==> config.mk <==
export PLATFORM = sky130hd
export DESIGN_NAME = streaming_local_peak_detector_top
export DESIGN_NICKNAME = d
export VERILOG_FILES = /design/src/slpd_pkg.sv /design/src/slpd_core.sv /design/src/slpd_skid.sv /design/src/streaming_local_peak_detector_top.sv
export SDC_FILE = /design/constraint.sdc
export NUM_CORES = 1
export LEC_CHECK = 0
export BUFFER_PORTS_ARGS = -buffer_cell sky130_fd_sc_hd__buf_4
export CELL_PAD_IN_SITES_DETAIL_PLACEMENT = 0
export CELL_PAD_IN_SITES_GLOBAL_PLACEMENT = 1
export CORE_MARGIN = 4
export CORE_UTILIZATION = 50
export CTS_CLUSTER_DIAMETER = 50
export DETAILED_ROUTE_END_ITERATION = 12
export GPL_TIMING_DRIVEN = 1
export PLACE_DENSITY_LB_ADDON = 0.1
export SYNTH_ARGS = -nofsm -noshare
export SYNTH_HDL_FRONTEND = slang
export SYNTH_SLANG_ARGS = --single-unit
==> constraint.sdc <==
create_clock -name clk -period 18.5 [get_ports clk]
set_input_delay 3.7 -clock clk [delete_from_list [all_inputs] [get_ports clk]]
set_output_delay 3.7 -clock clk [all_outputs]
set_load 0.02 [all_outputs]
==> src/slpd_pkg.sv <==
// Shared constants and beat types for the streaming local peak detector.
`timescale 1ns / 1ps

package slpd_pkg;

    // Field widths.
    localparam int SAMPLE_BITS = 16;
    localparam int INDEX_BITS  = 16;
    localparam int COUNT_BITS  = 16;

    // Saturation limits for the sample index and the peak counter.
    localparam logic [INDEX_BITS-1:0] INDEX_MAX = '1;
    localparam logic [COUNT_BITS-1:0] COUNT_MAX = '1;

    // One input beat: a signed sample and the end-of-record mark.
    typedef struct packed {
        logic signed [SAMPLE_BITS-1:0] sample;
        logic                          last_sample;
    } sample_beat_t;

    // One result beat: a detected peak.
    typedef struct packed {
        logic        [INDEX_BITS-1:0]  peak_index;
        logic signed [SAMPLE_BITS-1:0] peak_height;
        logic        [COUNT_BITS-1:0]  peaks_so_far;
        logic                          index_overflow;
    } peak_beat_t;

endpackage

==> src/slpd_core.sv <==
// Detection state and combinational peak decision for each accepted sample.
`timescale 1ns / 1ps

module slpd_core (
    input  logic                  clk,
    input  logic                  rst_n,
    input  logic                  accept,
    input  slpd_pkg::sample_beat_t beat,
    output logic                  emit,
    output slpd_pkg::peak_beat_t  result
);

    logic signed [slpd_pkg::SAMPLE_BITS-1:0] previous_sample_reg, previous_sample_next;
    logic                                    have_previous_reg, have_previous_next;
    logic                                    candidate_open_reg, candidate_open_next;
    logic [slpd_pkg::INDEX_BITS-1:0]         candidate_position_reg, candidate_position_next;
    logic [slpd_pkg::INDEX_BITS-1:0]         sample_position_reg, sample_position_next;
    logic [slpd_pkg::COUNT_BITS-1:0]         peak_count_reg, peak_count_next;
    logic                                    overflow_seen_reg, overflow_seen_next;

    logic [slpd_pkg::INDEX_BITS-1:0] position;
    logic                            overflow_now;
    logic                            rise;
    logic                            fall;

    // Position of this sample, saturating at the top of the index range.
    always_comb
    begin
        overflow_now = have_previous_reg && (sample_position_reg == slpd_pkg::INDEX_MAX);
        if (!have_previous_reg)
        begin
            position = '0;
        end
        else if (overflow_now)
        begin
            position = slpd_pkg::INDEX_MAX;
        end
        else
        begin
            position = sample_position_reg + 1'b1;
        end
    end

    // Compare against the previous sample.
    assign rise = have_previous_reg && ($signed(beat.sample) > previous_sample_reg);
    assign fall = have_previous_reg && candidate_open_reg
                  && ($signed(beat.sample) < previous_sample_reg);
    assign emit = accept && fall;

    // Next state; the end of a record returns everything to reset values.
    always_comb
    begin
        overflow_seen_next      = overflow_seen_reg || overflow_now;
        previous_sample_next    = beat.sample;
        have_previous_next      = 1'b1;
        sample_position_next    = position;
        candidate_open_next     = candidate_open_reg;
        candidate_position_next = candidate_position_reg;
        peak_count_next         = peak_count_reg;
        if (rise)
        begin
            candidate_open_next     = 1'b1;
            candidate_position_next = position;
        end
        else if (fall)
        begin
            candidate_open_next = 1'b0;
            if (peak_count_reg != slpd_pkg::COUNT_MAX)
            begin
                peak_count_next = peak_count_reg + 1'b1;
            end
        end

        result.peak_index     = candidate_position_reg;
        result.peak_height    = previous_sample_reg;
        result.peaks_so_far   = peak_count_next;
        result.index_overflow = overflow_seen_next;

        if (beat.last_sample)
        begin
            overflow_seen_next      = 1'b0;
            previous_sample_next    = '0;
            have_previous_next      = 1'b0;
            sample_position_next    = '0;
            candidate_open_next     = 1'b0;
            candidate_position_next = '0;
            peak_count_next         = '0;
        end
    end

    // State registers, updated once per accepted beat.
    always_ff @(posedge clk or negedge rst_n)
    begin
        if (!rst_n)
        begin
            previous_sample_reg    <= '0;
            have_previous_reg      <= 1'b0;
            candidate_open_reg     <= 1'b0;
            candidate_position_reg <= '0;
            sample_position_reg    <= '0;
            peak_count_reg         <= '0;
            overflow_seen_reg      <= 1'b0;
        end
        else if (accept)
        begin
            previous_sample_reg    <= previous_sample_next;
            have_previous_reg      <= have_previous_next;
            candidate_open_reg     <= candidate_open_next;
            candidate_position_reg <= candidate_position_next;
            sample_position_reg    <= sample_position_next;
            peak_count_reg         <= peak_count_next;
            overflow_seen_reg      <= overflow_seen_next;
        end
    end

    // A peak is only reported while a candidate is open.
    assert property (@(posedge clk) disable iff (!rst_n) emit |-> candidate_open_reg)
        else $error("peak emitted without an open candidate");

    // The end of a record clears the history.
    assert property (@(posedge clk) disable iff (!rst_n)
        (accept && beat.last_sample) |=> (!have_previous_reg && peak_count_reg == '0))
        else $error("state not cleared after last sample");

    // Overflow is only flagged once the index has saturated.
    assert property (@(posedge clk) disable iff (!rst_n)
        overflow_seen_reg |-> (sample_position_reg == slpd_pkg::INDEX_MAX))
        else $error("overflow flagged below saturated index");

endmodule

==> src/slpd_skid.sv <==
// Two-entry result buffer that lets new samples enter while a peak waits.
`timescale 1ns / 1ps

module slpd_skid (
    input  logic                 clk,
    input  logic                 rst_n,
    input  logic                 push,
    input  slpd_pkg::peak_beat_t push_beat,
    output logic                 space,
    output logic                 peak_valid,
    input  logic                 peak_ready,
    output slpd_pkg::peak_beat_t peak_beat
);

    logic                 main_valid_reg;
    logic                 skid_valid_reg;
    slpd_pkg::peak_beat_t main_reg;
    slpd_pkg::peak_beat_t skid_reg;
    logic                 pop;

    assign pop        = main_valid_reg && peak_ready;
    assign space      = !skid_valid_reg;
    assign peak_valid = main_valid_reg;
    assign peak_beat  = main_reg;

    // Valid flags for the head and the spill entry.
    always_ff @(posedge clk or negedge rst_n)
    begin
        if (!rst_n)
        begin
            main_valid_reg <= 1'b0;
            skid_valid_reg <= 1'b0;
        end
        else if (skid_valid_reg)
        begin
            if (pop)
            begin
                skid_valid_reg <= 1'b0;
            end
        end
        else if (push)
        begin
            if (main_valid_reg && !pop)
            begin
                skid_valid_reg <= 1'b1;
            end
            main_valid_reg <= 1'b1;
        end
        else if (pop)
        begin
            main_valid_reg <= 1'b0;
        end
    end

    // Payload moves: spill entry refills the head first.
    always_ff @(posedge clk)
    begin
        if (skid_valid_reg)
        begin
            if (pop)
            begin
                main_reg <= skid_reg;
            end
        end
        else if (push)
        begin
            if (!main_valid_reg || pop)
            begin
                main_reg <= push_beat;
            end
            else
            begin
                skid_reg <= push_beat;
            end
        end
    end

    // The spill entry is only used behind a full head.
    assert property (@(posedge clk) disable iff (!rst_n) skid_valid_reg |-> main_valid_reg)
        else $error("spill entry holds data while head is empty");

    // Nothing is pushed while the buffer is full.
    assert property (@(posedge clk) disable iff (!rst_n) !(push && skid_valid_reg))
        else $error("push into full result buffer");

    // A waiting peak beat stays valid and unchanged until it is taken.
    assert property (@(posedge clk) disable iff (!rst_n)
        (peak_valid && !peak_ready) |=> (peak_valid && $stable(peak_beat)))
        else $error("peak beat changed while waiting");

endmodule

==> src/streaming_local_peak_detector_top.sv <==
// Top level of the streaming local peak detector.
`timescale 1ns / 1ps

// Takes one signed sample per beat, with last_sample marking the end of a record,
// and reports each local maximum (a strict rise, an optional flat run, then a
// strict fall) as one peak beat carrying the index of the plateau's first sample,
// its height, the running peak count and an index overflow flag. A sample is
// taken in every cycle: the decision is two compares against the previous sample
// and a few register updates, settled before the accepting edge, and the peak
// lands in a two-entry output buffer at that edge, so peak_valid is high in the
// following cycle. The input only stalls when both buffer entries hold peaks
// that the downstream side has not taken. The first and last samples of a
// record are never peaks, and all state clears after the last.
module streaming_local_peak_detector_top (
    input  logic                   clk,
    input  logic                   rst_n,
    input  logic                   sample_valid,
    output logic                   sample_ready,
    input  slpd_pkg::sample_beat_t sample_beat,
    output logic                   peak_valid,
    input  logic                   peak_ready,
    output slpd_pkg::peak_beat_t   peak_beat
);

    logic                 accept;
    logic                 emit;
    logic                 space;
    slpd_pkg::peak_beat_t result;

    assign sample_ready = space;
    assign accept       = sample_valid && space;

    // Detection logic and history registers.
    slpd_core u_core (
        .clk    (clk),
        .rst_n  (rst_n),
        .accept (accept),
        .beat   (sample_beat),
        .emit   (emit),
        .result (result)
    );

    // Result register with spill entry.
    slpd_skid u_skid (
        .clk        (clk),
        .rst_n      (rst_n),
        .push       (emit),
        .push_beat  (result),
        .space      (space),
        .peak_valid (peak_valid),
        .peak_ready (peak_ready),
        .peak_beat  (peak_beat)
    );

endmodule
==> results of run 1 <==
-- worst max-delay path: cells and delay by family --
family                   cells  cell delay, ns
AND/OR/NAND/NOR              4            1.27
buffers and inverters        2            0.70
AO/OA/AOI/OAI                2            0.47
adder cells (fa/ha/maj)      1            0.42
-- worst paths after layout --
path | to | cells after the start | slack [ns]
max | u_skid.peak_beat[35]$_DFFE_PP_ | 9 | 11.96
max reg2reg | u_skid.peak_beat[35]$_DFFE_PP_ | 9 | 14.95
min in group asynchronous | u_core.candidate_position_reg[13]$_DFFE_PN0P_ | 1 | 3.42
min reg2reg | u_skid.skid_reg[26]$_DFFE_PP_ | 0 | 0.45
max in group asynchronous | u_skid.skid_valid_reg$_DFF_PN0_ | 1 | 14.40
min | u_skid.skid_reg[26]$_DFFE_PP_ | 0 | 0.45
-- cells in the mapped netlist (5+ instances only) --
cell type | n | area share [%]
sky130_fd_sc_hd__nor2_1 | 51 | 2.3
sky130_fd_sc_hd__o21ai_1 | 6 | 0.35
sky130_fd_sc_hd__a221o_1 | 6 | 0.71
sky130_fd_sc_hd__o211ai_1 | 9 | 0.80
sky130_fd_sc_hd__nor2b_1 | 10 | 0.74
sky130_fd_sc_hd__xnor2_1 | 13 | 1.3
sky130_fd_sc_hd__buf_2 | 7 | 0.41
sky130_fd_sc_hd__mux2_2 | 18 | 2.4
sky130_fd_sc_hd__nor4_1 | 11 | 0.81
sky130_fd_sc_hd__edfxtp_1 | 98 | 35
sky130_fd_sc_hd__buf_1 | 6 | 0.27
sky130_fd_sc_hd__xor2_1 | 6 | 0.62
sky130_fd_sc_hd__o21ai_0 | 50 | 3.0
sky130_fd_sc_hd__clkbuf_1 | 24 | 1.1
sky130_fd_sc_hd__and4_1 | 5 | 0.52
sky130_fd_sc_hd__ha_1 | 18 | 2.7
sky130_fd_sc_hd__a21o_1 | 7 | 0.62
sky130_fd_sc_hd__buf_4 | 5 | 0.44
sky130_fd_sc_hd__nand2_1 | 65 | 2.9
sky130_fd_sc_hd__dfrtp_1 | 69 | 20
sky130_fd_sc_hd__nand4_1 | 16 | 1.2
sky130_fd_sc_hd__o21a_1 | 5 | 0.44
sky130_fd_sc_hd__o31ai_1 | 12 | 1.1
sky130_fd_sc_hd__o311ai_1 | 7 | 0.72
sky130_fd_sc_hd__a31oi_1 | 14 | 1.0
sky130_fd_sc_hd__a32o_1 | 10 | 1.2
sky130_fd_sc_hd__nor3_1 | 15 | 0.89
sky130_fd_sc_hd__a311o_1 | 5 | 0.59
sky130_fd_sc_hd__a22o_1 | 5 | 0.52
sky130_fd_sc_hd__inv_1 | 37 | 1.6
sky130_fd_sc_hd__o211a_1 | 5 | 0.59
sky130_fd_sc_hd__nand3_1 | 39 | 2.3
sky130_fd_sc_hd__a21oi_1 | 29 | 1.7
-- stage by stage --
step / setup slack [ns] / std cells / utilization [%]
after CTS: 11.97 / 1047 / 58.7
after global routing: 11.75 / 1047 / 58.7
after global placement: 11.69 / 1015 / 55.0
final: 11.96 / 1047 / 58.7
after floorplan: 8.97 / 762 / -
after detailed placement: 11.54 / 1015 / 55.0
-- final cells by class --
class | instances | area, sq um
inverters | 37 | 139
fillers | 1439 | 6850
clock inverters | 15 | 180
clock buffers | 17 | 425
well taps | 220 | 275
multi-input cells | 513 | 3460
flip-flops and latches | 167 | 4670
repair buffers | 78 | 586
-- power breakdown --
group / internal, mW / switching [mW]
logic: 0.0105 / 0.0251
clock network: 0.193 / 0.169
registers: 0.394 / 0.00156
-- kinds of logic (layout without fill, tap and decap cells) --
| kind of cell | count (synthesis) | in the layout | synth area share, % |
|---|---|---|---|
| AO/OA/AOI/OAI | 206 | 206 | 17.4 |
| XOR/XNOR | 19 | 19 | 1.97 |
| adder cells (fa/ha/maj) | 18 | 18 | 2.66 |
| buffers and inverters | 82 | 147 | 4.23 |
| flip-flops | 167 | 167 | 55.2 |
| multiplexers | 18 | 18 | 2.39 |
| AND/OR/NAND/NOR | 252 | 252 | 16.2 |
-- routing by layer --
metal | track usage (%) | wire length, um
met1 | 28.2 | 8890
met2 | 34.4 | 9660
met3 | 4.59 | 1100
met4 | 8.16 | 493
met5 | 0 | 0
==> flow_metrics.tcl, run 1 <==
set metrics [dict create \
    clk-insertion-delay-late_ns 0.43 \
    initial_core_util_pct 51.0 \
    fp.dieH_um 138 \
    max_stage_delay_ns 0.65 \
    critical_path.reg2reg.startpoint "u_core.previous_sample_reg[15]$_DFFE_PN0P_" \
    power.ir.vdd_worst_mv 0.0643 \
    worstPathMaxFanout 48 \
    antennaDiodeCount 0 \
    clock_tree.buffer_depth 2 \
    synth.yosys.warnings 0 \
    max_slew.worst_pin.slew_ns 1.16 \
    cts_buffers 17 \
    final.period_utilization_pct 35.3 \
    gp_congestion 0.887 \
    min_period_ns 6.54 \
    final_routed_wirelength_um 20100 \
    grt.total_usage_pct 21.2 \
    synth.avg_cell_area_sq_um 11.1 \
    overflow_after_grt 0 \
    timing.final.hold_violations 0 \
    post_cts_resized 0 \
    sequential_share_of_the_synthesized_area_pct 55.2 \
    layout-area-overhead-vs-synth_pct 15.0 \
    timing.critical_path.required_ns 18.56 \
    wl_per_cell_um 19.2 \
    initial_detailed_routing_violation_count 599 \
    element_type_at_the_critical_path_end "flip-flop" \
    grt_max_degree 70 \
    dpl-instance-area_sq_um 9130 \
    maxCapViolations 0 \
    cpMostUsedCell "sky130_fd_sc_hd__buf_4" \
    synth_top_flop_cell "sky130_fd_sc_hd__edfxtp_1" \
    cts_hold_buffers 0 \
    run_status "complete, no violations" \
    postSynthCellCount 762 \
    clk_pin_slew_ns 0.07 \
    drcViolationCount 0 \
    synth-async-reset-ratio_pct 41.3 \
    detailed_place_hpwl_um 12900 \
    slew_violations 0 \
    mapped_nets 801 \
    finish.net_count 853 \
    via_per_inst 6.06 \
    clock-skew-final_ns 0.0109 \
    whs_ns 0.448 \
    power_mw 0.793 \
    layout-drive-gt1-share_pct 19.8 \
    crit_chain "buf_4, ha_1, nand2_1, nor2_1, or2_1, nor4_1, o21ai_1, a22oi_2, buf_4" \
    crit_path_top_delay_cell "sky130_fd_sc_hd__nor4_1" \
    synthesized_flop_and_latch_total 167 \
    via_count 6340 \
    rsz0062_at_grt "false" \
    global_route_wire_length_before_repair_um 33000 \
    tns_ns 0 \
    power_leakage_nw 3.99 \
    number_of_global_route_vias_before_repair 6245 \
    combined_area_of_all_synthesized_cells_sq_um 8470 \
    row_count 47 \
    worst_ep_arrival_time_ns 6.60 \
    mostFrequentLayoutCells "sky130_fd_sc_hd__edfxtp_1 (98), sky130_fd_sc_hd__buf_4 (78), sky130_fd_sc_hd__dfrtp_1 (68), sky130_fd_sc_hd__nand2_1 (65)" \
    synth_cell_types 79 \
    width_of_the_die_um 138 \
    timing.hold.worst.class "flip-flop to flip-flop" \
    timing_worst_setup_path_type "input pin to flip-flop" \
    mostFrequentLayoutCell "sky130_fd_sc_hd__edfxtp_1" \
    power.density_cell_area_nw_per_um2 81.5 \
    port-buffer-count 71 \
    achievable-frequency_mhz 153 \
    design_area_sq_um 9730 \
    ioPinCount 72 \
    min_from "u_core.previous_sample_reg[9]$_DFFE_PN0P_" \
    setup_viol 0 \
    die_area_sq_um 19100 \
    synth_enable_flop_cells 98 \
    tritoncts_num_sinks 167 \
    antenna_violating_nets_post_route 0 \
    detailedRoute.firstPassIterationCount 5 \
    postCtsSetupRepairBufs 0 \
    core_area_sq_um 16600 \
    grt_antenna_before_repair 0 \
    clk_root_buffer_cell "sky130_fd_sc_hd__clkbuf_16" \
    clock_tree.htree_level_count 4 \
    cp-startpoint "sample_beat[16]" \
    cts_tree "built" \
    worst_setup_path_start_kind "input pin" \
    slew_headroom_pct 22.5 \
]
Note: power is estimated with default switching activity, not from simulation.
==> run 2: changes to the inputs <==
- CORE_UTILIZATION: 50 -> 43
- clock period: 18.5 -> 6 ns (I/O delays scaled with it)
==> run 2 against run 1 <==
Routed wire length up 2.8%. Final cell count up 4.5%. Count of clock-buffer cells in the layout up 1. Largest cell class unchanged. Critical path type unchanged. Sequential share of layout area down 0.12 points.
==> flow_metrics.tcl, run 2 (synthesis results as in run 1) <==
set metrics [dict create \
    ioPinCount 72 \
    max_slew.worst_pin.slew_ns 1.12 \
    min_from "u_core.previous_sample_reg[4]$_DFFE_PN0P_" \
    clock_tree.htree_level_count 4 \
    antenna_violating_nets_post_route 0 \
    mostFrequentLayoutCell "sky130_fd_sc_hd__edfxtp_1" \
    antennaDiodeCount 0 \
    crit_path_top_delay_cell "sky130_fd_sc_hd__nor4_1" \
    crit_chain "buf_4, ha_1, nand2_1, nor2_1, or2_1, nor4_1, o21ai_1, nor3b_4, buf_4" \
    worstPathMaxFanout 32 \
    hold-path-endpoint "u_skid.skid_reg[21]$_DFFE_PP_" \
    achievable-frequency_mhz 253 \
    clock-skew-final_ns 0.00947 \
    footprint_of_the_multi_input_gates_sq_um 3460 \
    initial_detailed_routing_violation_count 649 \
    grt_antenna_before_repair 0 \
    layout-drive-gt1-share_pct 19.5 \
    core_area_sq_um 19400 \
    critPathTopFamily "simple AND/OR/NAND/NOR gates" \
    dp_cells 1062 \
    overflow_after_grt 0 \
    element_type_at_the_critical_path_end "flip-flop" \
    global_route_wire_length_before_repair_um 33800 \
    drcViolationCount 0 \
    clock_tree.buffer_depth 2 \
    slew_headroom_pct 25.1 \
    power_leakage_nw 3.99 \
    mostFrequentLayoutCells "sky130_fd_sc_hd__edfxtp_1 (98), sky130_fd_sc_hd__buf_4 (80), sky130_fd_sc_hd__dfrtp_1 (68), sky130_fd_sc_hd__nand2_1 (65)" \
    max_stage_delay_ns 0.63 \
    timing.critical_path.required_ns 6.07 \
    regToRegEndpoint "u_skid.skid_reg[18]$_DFFE_PP_" \
    cts_tree "built" \
    postCtsSetupRepairBufs 0 \
    clk_pin_slew_ns 0.07 \
    finalNonFillerCells 1094 \
    post_cts_resized 0 \
    critPathBufInv 2 \
    cpMostUsedCell "sky130_fd_sc_hd__buf_4" \
    layout-area-overhead-vs-synth_pct 15.3 \
    critical_path.reg2reg.startpoint "u_core.previous_sample_reg[13]$_DFFE_PN0P_" \
    initial_core_util_pct 43.6 \
    width_of_the_die_um 148 \
    row_count 51 \
    detailedRoute.firstPassIterationCount 5 \
    gp_congestion 0.880 \
    setup_viol 0 \
    timing.final.hold_violations 0 \
    grt_max_degree 88 \
    finish.net_count 855 \
    wl_per_cell_um 18.9 \
    final.period_utilization_pct 65.8 \
    run_status "complete, no violations" \
    filler_cell_count 1767 \
    worst_setup_path_start_kind "input pin" \
    detailed_place_hpwl_um 13300 \
    worst_ep_arrival_time_ns 4.02 \
    rr_worst_depth 9 \
    die_area_sq_um 22000 \
    min_period_ns 3.95 \
    min_delay_path_depth 0 \
    tns_ns 0 \
    rsz0062_at_grt "false" \
    fp.dieH_um 148 \
    maxCapViolations 0 \
    number_of_global_route_vias_before_repair 6434 \
    clk_root_buffer_cell "sky130_fd_sc_hd__clkbuf_16" \
    clk-insertion-delay-late_ns 0.43 \
    timing_worst_setup_path_type "input pin to flip-flop" \
    slew_violations 0 \
    power.ir.vdd_worst_mv 0.192 \
    timing.hold.worst.class "flip-flop to flip-flop" \
    cts_buffers 17 \
    cts_hold_buffers 0 \
    grt.total_usage_pct 19.2 \
    seqCellArea_sq_um 4670 \
    via_count 6337 \
    tritoncts_num_sinks 167 \
    power.density_cell_area_nw_per_um2 244 \
    final_routed_wirelength_um 20700 \
    via_per_inst 5.79 \
    port-buffer-count 71 \
    reg2reg_setup_slack_ns 2.54 \
]
==> run 2: changes by cell type in the layout (fill, tap and decap cells not counted), sizes merged <==
cell / change
buf: +2
clkbuf: +1
inv: -1
==> run 2: area by class of cell <==
type                            count  share of cell area (%)
Inverter                           37                    1.42
Multi-Input combinational cell    513                    35.5
Clock inverter                     14                    1.27
Tap cell                          265                    3.40
Clock buffer                       18                    4.40
Timing Repair Buffer               80                    6.15
Sequential cell                   167                    47.9
==> run 2: where the power goes <==
group	switching, mW	internal (mW)
sequential	0.00472	1.22
combinational	0.0792	0.0332
clock	0.475	0.575
==> run 2: worst max path at each step <==
stage	startpoint	cells after the start	slack, ns	endpoint
6_report	sample_beat[16]	9	2.05	u_skid.skid_reg[18]$_DFFE_PP_
2_1_floorplan	sample_beat[14]	9	0.20	u_skid.peak_beat[0]$_DFFE_PP_
4_1_cts	sample_beat[16]	9	2.04	u_skid.skid_reg[33]$_DFFE_PP_
3_3_place_gp	sample_beat[16]	9	1.72	u_skid.skid_reg[48]$_DFFE_PP_
5_1_grt	sample_beat[14]	9	1.76	u_skid.skid_reg[22]$_DFFE_PP_
3_5_place_dp	sample_beat[16]	9	1.59	u_skid.skid_reg[45]$_DFFE_PP_
==> run 2: through the flow <==
step	setup WS, ns	power, mW	instance area, sq um	util [%]	hold slack (ns)
after global placement	1.72	1.35	9210	47.5	0.428
after floorplan	0.196	1.31	8470	-	0.425
final	2.05	2.38	9760	50.3	0.450
after detailed placement	1.59	1.36	9210	47.5	0.434
after global routing	1.76	2.47	9760	50.3	0.457
after CTS	2.04	2.41	9760	50.3	0.450
==> run 2: layer usage <==
| layer | vias up | track usage [%] | share of wire (%) |
|---|---|---|---|
| met5 | - | 0 | 0 |
| met4 | 0 | 5.17 | 1.7 |
| met3 | 30 | 3.81 | 4.0 |
| met2 | 172 | 31.6 | 48 |
| met1 | 3127 | 26.2 | 47 |
| li1 | 3008 | - | - |
